$ cat config.mk
export PLATFORM = sky130hd
export DESIGN_NAME = lru_table_with_pinned_entries_unit
export DESIGN_NICKNAME = d
export VERILOG_FILES = /design/src/hw/rtl/lrutp_pkg.sv /design/src/hw/rtl/lru_table_with_pinned_entries_unit.sv /design/src/hw/rtl/lrutp_table.sv
export VERILOG_INCLUDE_DIRS = /design/src /design/src/hw/rtl
export SDC_FILE = /design/constraint.sdc
export NUM_CORES = 1
export LEC_CHECK = 0
export BUFFER_PORTS_ARGS = -buffer_cell sky130_fd_sc_hd__buf_2
export CORE_MARGIN = 3
export CORE_UTILIZATION = 50
export CTS_CLUSTER_DIAMETER = 50
export DETAILED_ROUTE_END_ITERATION = 12
export HOLD_SLACK_MARGIN = 0.05
export PLACE_DENSITY = 0.66
export SLEW_MARGIN = 20
export SYNTH_ARGS = -nofsm -noshare
export SYNTH_HDL_FRONTEND = slang
export SYNTH_SLANG_ARGS = --single-unit
$ cat constraint.sdc
create_clock -name clock -period 12.2 [get_ports clock]
set_clock_uncertainty 0.05 [all_clocks]
set_input_delay 1.22 -clock clock [delete_from_list [all_inputs] [get_ports clock]]
set_output_delay 1.22 -clock clock [all_outputs]
set_load 0.02 [all_outputs]
$ cat src/hw/rtl/assert_macros.svh
// ----------------------------------------------------------------------------
// assertion macros
// clocked checks for the rtl files, used by lrutp_table
// ----------------------------------------------------------------------------
`ifndef ASSERT_MACROS_SVH
`define ASSERT_MACROS_SVH

// expression holds at every clock edge outside reset
`define ASSERT_ALWAYS(label, clk, rst, expr, msg) \
   label: assert property (@(posedge clk) disable iff (rst) (expr)) else $error(msg);

// consequent holds in the same cycle as the antecedent
`define ASSERT_IMPLIES(label, clk, rst, ante, cons, msg) \
   label: assert property (@(posedge clk) disable iff (rst) (ante) |-> (cons)) \
      else $error(msg);

`endif

$ cat src/hw/rtl/lrutp_pkg.sv
// ----------------------------------------------------------------------------
// lrutp_pkg
// shared types and constants of the lru table with pinned entries
// ----------------------------------------------------------------------------
package lrutp_pkg;

   localparam int CAP_BITS = 5;
   localparam int KIND_BITS = 2;
   localparam logic [CAP_BITS-1:0] CAP_RESET = 5'd16;

   typedef enum logic [KIND_BITS-1:0] {
      KIND_TOUCH  = 2'd0,
      KIND_REMOVE = 2'd1,
      KIND_PROBE  = 2'd2
   } lrutp_kind_type;

   typedef struct packed {
      logic success;
      logic present;
      logic touchable;
      logic evicted;
   } lrutp_flags_type;

endpackage

$ cat src/hw/rtl/lru_table_with_pinned_entries_unit.sv
// ----------------------------------------------------------------------------
// lru_table_with_pinned_entries_unit
// fully associative key table with lru replacement and pinned entries
// ----------------------------------------------------------------------------
// Each item (touch, remove or probe of a key) is captured in an input
// register, looked up against all ENTRIES slots at once and committed as it
// moves on, and its single result lands in an output register. One item is
// taken per cycle while req_stall is low; the item passes the input register
// and then the result register, around the compare-and-update of the slot
// table. A touch that misses on a full table replaces the least recent
// unpinned key, if any, and reports it; csr_wdata sets the capacity (0 acts
// as 1, values above ENTRIES act as ENTRIES). The user must write it only
// while no item is in flight; the block itself does not enforce this.
module lru_table_with_pinned_entries_unit #(
   parameter int ENTRIES = 16,
   parameter int KEY_BITS = 32
) (
   input  logic                              clock,
   input  logic                              reset,
   input  logic                              req_valid,
   output logic                              req_stall,
   input  logic [lrutp_pkg::KIND_BITS-1:0]   req_kind,
   input  logic [KEY_BITS-1:0]               req_key,
   input  logic                              req_pinned,
   output logic                              rsp_valid,
   input  logic                              rsp_stall,
   output logic                              rsp_success,
   output logic                              rsp_present,
   output logic                              rsp_touchable,
   output logic                              rsp_evicted,
   output logic [KEY_BITS-1:0]               rsp_evicted_key,
   input  logic                              csr_wen,
   input  logic [lrutp_pkg::CAP_BITS-1:0]    csr_wdata
);
   import lrutp_pkg::*;

   logic [CAP_BITS-1:0]  capacity_ff;
   logic                 in_valid_ff, in_valid_in;
   logic [KIND_BITS-1:0] in_kind_ff;
   logic [KEY_BITS-1:0]  in_key_ff;
   logic                 in_pinned_ff;
   logic                 rsp_valid_ff, rsp_valid_in;
   lrutp_flags_type      flags, flags_ff;
   logic [KEY_BITS-1:0]  evicted_key, evicted_key_ff;
   logic                 accept, out_free, advance;

   assign out_free  = !rsp_valid_ff || !rsp_stall;
   assign advance   = in_valid_ff && out_free;
   assign req_stall = in_valid_ff && !out_free;
   assign accept    = req_valid && !req_stall;

   assign in_valid_in  = accept || (in_valid_ff && !advance);
   assign rsp_valid_in = advance || (rsp_valid_ff && rsp_stall);

   always_ff @(posedge clock) begin
      if (reset) begin
         capacity_ff <= CAP_RESET;
         in_valid_ff <= 1'b0;
         rsp_valid_ff <= 1'b0;
      end else begin
         if (csr_wen) begin
            capacity_ff <= csr_wdata;
         end
         in_valid_ff <= in_valid_in;
         rsp_valid_ff <= rsp_valid_in;
      end
   end

   always_ff @(posedge clock) begin
      if (accept) begin
         in_kind_ff <= req_kind;
         in_key_ff <= req_key;
         in_pinned_ff <= req_pinned;
      end
      if (advance) begin
         flags_ff <= flags;
         evicted_key_ff <= evicted_key;
      end
   end

   lrutp_table #(
      .ENTRIES  (ENTRIES),
      .KEY_BITS (KEY_BITS)
   ) u_table (
      .clock       (clock),
      .reset       (reset),
      .update      (advance),
      .kind        (in_kind_ff),
      .key         (in_key_ff),
      .pinned      (in_pinned_ff),
      .capacity    (capacity_ff),
      .flags       (flags),
      .evicted_key (evicted_key)
   );

   assign rsp_valid       = rsp_valid_ff;
   assign rsp_success     = flags_ff.success;
   assign rsp_present     = flags_ff.present;
   assign rsp_touchable   = flags_ff.touchable;
   assign rsp_evicted     = flags_ff.evicted;
   assign rsp_evicted_key = evicted_key_ff;

endmodule

$ cat src/hw/rtl/lrutp_table.sv
// ----------------------------------------------------------------------------
// lrutp_table
// key store, recency ranks and counts; evaluates and commits one item
// ----------------------------------------------------------------------------
`include "assert_macros.svh"

module lrutp_table #(
   parameter int ENTRIES = 16,
   parameter int KEY_BITS = 32
) (
   input  logic                              clock,
   input  logic                              reset,
   input  logic                              update,
   input  logic [lrutp_pkg::KIND_BITS-1:0]   kind,
   input  logic [KEY_BITS-1:0]               key,
   input  logic                              pinned,
   input  logic [lrutp_pkg::CAP_BITS-1:0]    capacity,
   output lrutp_pkg::lrutp_flags_type        flags,
   output logic [KEY_BITS-1:0]               evicted_key
);
   import lrutp_pkg::*;

   localparam int CW = $clog2(ENTRIES + 1);
   localparam int RW = $clog2(ENTRIES);
   localparam int AW = (CW > CAP_BITS) ? CW : CAP_BITS;

   logic [KEY_BITS-1:0] slot_key_ff [ENTRIES];
   logic [RW-1:0]       rank_ff [ENTRIES];
   logic [RW-1:0]       rank_in [ENTRIES];
   logic [ENTRIES-1:0]  valid_ff, valid_in;
   logic [ENTRIES-1:0]  pin_ff, pin_in;
   logic [CW-1:0]       ucount_ff, ucount_in;
   logic [CW-1:0]       pcount_ff, pcount_in;

   logic [ENTRIES-1:0]  umatch, pmatch, oldest, free_vec, first_free, ins_vec;
   logic [RW-1:0]       hit_rank;
   logic [RW-1:0]       last_rank;
   logic [KEY_BITS-1:0] victim_key;
   logic [AW-1:0]       cap_wide, cap_eff, occupancy;
   logic                hit_u, hit_p, present, touchable, full;
   logic                is_touch, is_remove, touch_hit, evict, insert, success;

   // lookup, per class
   always_comb begin
      hit_rank = '0;
      victim_key = '0;
      last_rank = RW'(ucount_ff - CW'(1));
      for (int i = 0; i < ENTRIES; i++) begin
         umatch[i] = valid_ff[i] && !pin_ff[i] && (slot_key_ff[i] == key);
         pmatch[i] = valid_ff[i] && pin_ff[i] && (slot_key_ff[i] == key);
         // ranks are dense, so the oldest holds the highest rank in use
         oldest[i] = valid_ff[i] && !pin_ff[i] && (rank_ff[i] == last_rank);
         hit_rank = hit_rank | (rank_ff[i] & {RW{umatch[i]}});
         victim_key = victim_key | (slot_key_ff[i] & {KEY_BITS{oldest[i]}});
      end
   end

   assign free_vec = ~valid_ff;
   assign first_free = free_vec & (~free_vec + ENTRIES'(1));

   always_comb begin
      cap_wide = AW'(capacity);
      if (cap_wide == '0) begin
         cap_eff = AW'(1);
      end else if (cap_wide > AW'(ENTRIES)) begin
         cap_eff = AW'(ENTRIES);
      end else begin
         cap_eff = cap_wide;
      end
   end

   assign occupancy = AW'(ucount_ff) + AW'(pcount_ff);
   assign full      = occupancy >= cap_eff;
   assign hit_u     = |umatch;
   assign hit_p     = |pmatch;
   assign present   = hit_u || hit_p;
   assign touchable = present || (AW'(pcount_ff) < cap_eff);

   always_comb begin
      is_touch = 1'b0;
      is_remove = 1'b0;
      unique case (kind)
         KIND_TOUCH:  is_touch = 1'b1;
         KIND_REMOVE: is_remove = 1'b1;
         default:     ;
      endcase
   end

   assign touch_hit = pinned ? hit_p : hit_u;
   assign evict     = is_touch && !touch_hit && full && (ucount_ff != '0);
   assign insert    = is_touch && !touch_hit && (!full || (ucount_ff != '0));
   assign ins_vec   = evict ? oldest : first_free;

   always_comb begin
      if (is_touch) begin
         success = touch_hit || insert;
      end else begin
         success = present;
      end
   end

   assign flags.success   = success;
   assign flags.present   = present;
   assign flags.touchable = touchable;
   assign flags.evicted   = evict;
   assign evicted_key     = evict ? victim_key : '0;

   // next state
   always_comb begin
      valid_in = valid_ff;
      pin_in = pin_ff;
      ucount_in = ucount_ff;
      pcount_in = pcount_ff;
      for (int i = 0; i < ENTRIES; i++) begin
         rank_in[i] = rank_ff[i];
      end
      if (is_remove && hit_u) begin
         for (int i = 0; i < ENTRIES; i++) begin
            if (valid_ff[i] && !pin_ff[i] && (rank_ff[i] > hit_rank)) begin
               rank_in[i] = rank_ff[i] - RW'(1);
            end
         end
         valid_in = valid_ff & ~umatch;
         ucount_in = ucount_ff - CW'(1);
      end else if (is_remove && hit_p) begin
         valid_in = valid_ff & ~pmatch;
         pin_in = pin_ff & ~pmatch;
         pcount_in = pcount_ff - CW'(1);
      end else if (is_touch && !pinned && hit_u) begin
         // promote to most recent
         for (int i = 0; i < ENTRIES; i++) begin
            if (valid_ff[i] && !pin_ff[i] && (rank_ff[i] < hit_rank)) begin
               rank_in[i] = rank_ff[i] + RW'(1);
            end
            if (umatch[i]) begin
               rank_in[i] = '0;
            end
         end
      end else if (insert) begin
         // the victim slot, when there is one, takes the new key
         for (int i = 0; i < ENTRIES; i++) begin
            if (!pinned && valid_ff[i] && !pin_ff[i]) begin
               rank_in[i] = rank_ff[i] + RW'(1);
            end
            if (ins_vec[i]) begin
               rank_in[i] = '0;
            end
         end
         valid_in = valid_ff | ins_vec;
         pin_in = pinned ? (pin_ff | ins_vec) : (pin_ff & ~ins_vec);
         if (pinned) begin
            pcount_in = pcount_ff + CW'(1);
            ucount_in = ucount_ff - CW'(evict);
         end else begin
            ucount_in = ucount_ff + CW'(!evict);
         end
      end
   end

   always_ff @(posedge clock) begin
      if (reset) begin
         valid_ff <= '0;
         pin_ff <= '0;
         ucount_ff <= '0;
         pcount_ff <= '0;
      end else if (update) begin
         valid_ff <= valid_in;
         pin_ff <= pin_in;
         ucount_ff <= ucount_in;
         pcount_ff <= pcount_in;
      end
   end

   always_ff @(posedge clock) begin
      if (update) begin
         for (int i = 0; i < ENTRIES; i++) begin
            rank_ff[i] <= rank_in[i];
            if (insert && ins_vec[i]) begin
               slot_key_ff[i] <= key;
            end
         end
      end
   end

   `ASSERT_ALWAYS(a_ucount_matches, clock, reset,
      int'(ucount_ff) == $countones(valid_ff & ~pin_ff), "unpinned count out of step")
   `ASSERT_ALWAYS(a_pcount_matches, clock, reset,
      int'(pcount_ff) == $countones(valid_ff & pin_ff), "pinned count out of step")
   `ASSERT_IMPLIES(a_single_oldest, clock, reset, ucount_ff != '0, $onehot(oldest),
      "recency ranks not dense")
   `ASSERT_IMPLIES(a_evict_on_success, clock, reset, update && evict,
      success && is_touch && !touch_hit, "eviction without a placed key")

endmodule

==> impl_metrics.ini <==
[global_routing]
grt_remaining_overflow = 0
grt_pass1_wl_mm = 214.2
track_usage_pct = 36.90
grt_pass1_vias = 29060
antenna_found_initial = 2
grt_start_max_net_pins = 67

[route]
viasPerCell = 6.866
drc = 0
drt_pre_antenna_iters = 6
totalWireLength_mm = 152.5
num_vias = 29950
drt_iter0_markers = 5090
detail-route-antenna-nets = 0
avgRoutedWirePerCell_um = 34.96

[clock_tree]
clock_latency_ps = 660
cts_setup_buffers = 0
cts.sinks = 696
ctsResizeCount = 0
hold_buffers = 0
cts.htree.levels = 3
cts_tree = yes
clockBufferDepth = 3
cts_buffers = 91
clk_pin_slew_ps = 60
root_buffer = clkbuf_16

[critical_path]
worst_ep_required_time_ps = 12400
worstReg2RegEnd = u_table.slot_key_ff[8][10]
critPathMaxFanout = 42
regToRegStartpoint = in_key_ff[16]
worst-setup-path-type = reg -> reg
r2r_setup_slack_ps = 4880
end_kind = register
worstPathArrival_ps = 7520
reg2reg_depth = 14
cp-start-kind = register

[power_and_ir_drop]
netSwitchingFraction_pct = 23.84
switching_power_mw = 1.322
p_int_mw = 4.224
p_seq_share_pct = 47.7
clkPwrFrac_pct = 46.7
combPwrFrac_pct = 5.6
power_density_mw_per_mm2 = 129.5
vdd_drop_max_mv = 0.1442
leakage_nw = 14.65

[placed_design]
gp_congestion = 1.022
portBuffers = 82
dp_hpwl_mm = 102.8

[logic_synthesis]
yosysSeqAreaShare_pct = 52.84
synth-seq-cells = 696
synth_edf_count = 647
syn_nets = 3326
synthDistinctLibCells = 110
avgSynthCellArea_sq_um = 12.17
synthArstFlopShare_pct = 0
syn_area_sq_mm = 0.03862
syn_inst = 3175
yosysWarnings = 0
synth-main-ff-cell = edfxtp_1

[layout]
final_net_count = 3409
drive_above_1_share_pct = 12.76
final_util_pct = 56.20
diodes = 0
mostFrequentLayoutCell = edfxtp_1
syn2layout_area_growth_pct = 10.88
final_cell_mix = edfxtp_1 (647), xor2_1 (539), nor2_1 (154), nor4_1 (153), a22oi_1 (129)
fillers = 6370

[run_status]
status = completed

[floorplan]
die_height_um = 283.9
core_sq_mm = 0.07620
start_util_pct = 50.69
io_pins = 83
num_rows = 101
dieArea_sq_mm = 0.08062
die_x_um = 283.9

[timing]
fin_crit_ps = 7318
rsz0062_at_grt = no
setup_viol = 0
fin_tns_setup_ps = 0
worst_slew_pin_slew_ps = 1332
hold_violations = 0
worst_slew_margin_rel_pct = 10.38
finalCritPeriodShare_pct = 59.99
finalMaxSlewViolations = 0
clock.fmax_ghz = 0.1366

[hold_path]
hold_class = reg -> reg
hp-start = in_valid_ff
min_to = rsp_valid
whs_path_depth = 2

[flow_run]
cap_viol_max_count = 0
==> layer usage <==
layer | GRT usage, % | wire (um) | vias up
met4 | 27.60 | 13870 | 4
met5 | 0 | 34 | -
met3 | 7.863 | 16970 | 586
li1 | - | - | 12370
met2 | 56.67 | 67310 | 2342
met1 | 45.95 | 54310 | 14650
==> kinds of logic (layout without fill, tap and decap cells) <==
family | count (synthesis) | after routing | share of synthesized area [%]
xor+xnor | 630 | 630 | 14.32
mux | 37 | 37 | 1.030
flops | 696 | 696 | 52.84
buf+inv | 276 | 433 | 4.435
simple gates | 741 | 741 | 10.44
fa+ha+maj | 119 | 119 | 3.829
compound gates | 676 | 676 | 13.10
==> critical path, cell delays in order (launching register included) <==
cell      delay [ps]
edfxtp_1         350
buf_4            260
xor2_1           190
nor4_1          1120
nand4_1          490
nor3_2           670
nor4_1           200
nand4_2          250
mux2i_4          200
nand2_2          200
buf_4            800
inv_2            280
o31ai_1          930
and2_2           290
buf_4            590
==> cell type report <==
cell class | instances | area [sq um] | share of cell area, %
Sequential cell | 696 | 20410 | 47.66
Multi-Input combinational cell | 2203 | 16750 | 39.12
Clock buffer | 108 | 2384 | 5.566
Tap cell | 1030 | 1289 | 3.009
Timing Repair Buffer | 180 | 1154 | 2.694
Clock inverter | 59 | 513.0 | 1.198
Inverter | 86 | 322.8 | 0.7538
==> stage by stage <==
step,area (sq um),hold WS (ps),power (mW),std cells,worst slack [ps]
2_1_floorplan,38620,401.3,2.888,3175,6903
3_3_place_gp,39910,418.7,2.990,4194,5185
3_5_place_dp,39930,451.0,2.993,4195,5387
4_1_cts,42830,469.1,5.556,4362,5349
5_1_grt,42830,513.6,5.681,4362,5083
6_report,42830,466.6,5.546,4362,4882
==> sequential cells by signal (all words and copies together) (netlist names), 2 cells and up, named ones only <==
name / flops
u_table.slot_key_ff: 512
u_table.rank_ff: 64
in_key_ff: 32
rsp_evicted_key: 32
u_table.valid_ff: 16
capacity_ff: 5
u_table.pcount_ff: 5
u_table.ucount_ff: 5
in_kind_ff: 2
==> Yosys cell counts, drive strengths merged, types with 7 or more instances <==
cell     number  area, sq um
clkbuf       82        339.1
buf         108         1051
a211oi       12        95.09
a22o         78        683.2
a21boi        7        63.81
inv          85        319.1
and3         37        231.5
or4           7        52.55
o31ai        12        95.09
o21a         13        97.59
a221oi       85        750.7
mux2i        28        292.8
nor4        172         1116
a2bb2oi       7        61.31
xor2        540         4737
dfxtp        49        980.9
o21ai        64        331.6
maj3         13        130.1
a21o         27        202.7
nor2        164        615.6
edfxtp      647        19430
nor2b         7        43.79
a21oi        94        481.7
a22oi       129        968.4
o41ai        11        103.9
o211a         8        80.08
mux2          9        105.1
nand3        53        270.3
nand2       101        381.6
o22ai         7        43.79
and2         13        81.33
a31oi        43        284.0
xnor2        90        795.8
nand4        74        469.2
nor3         62        412.9
nand2b       23        143.9
ha          103         1289
or3           8        50.05
o211ai       23        177.7
==> power groups by stage <==
stage / Clock [mW] / Combinational (mW) / Sequential, mW
floorplan: 0 / 0.182 / 2.71
global placement: 0 / 0.298 / 2.69
detailed placement: 0 / 0.301 / 2.69
CTS: 2.61 / 0.303 / 2.64
global route: 2.72 / 0.322 / 2.64
finish: 2.59 / 0.311 / 2.64
==> how the worst max path moves through the flow <==
| stage | startpoint | endpoint | slack [ps] | depth (start not counted) |
|---|---|---|---|---|
| after CTS | in_key_ff[23] | u_table.slot_key_ff[8][10] | 5350 | 14 |
| after global routing | in_key_ff[23] | u_table.slot_key_ff[8][10] | 5080 | 14 |
| final | in_key_ff[16] | u_table.slot_key_ff[8][10] | 4880 | 14 |
| after global placement | in_key_ff[24] | u_table.slot_key_ff[8][20] | 5180 | 14 |
| after floorplan | u_table.ucount_ff[0] | u_table.slot_key_ff[7][0] | 6900 | 12 |
| after detailed placement | in_key_ff[23] | u_table.slot_key_ff[8][18] | 5390 | 14 |
No activity file was read; power rests on OpenSTA's default activity.
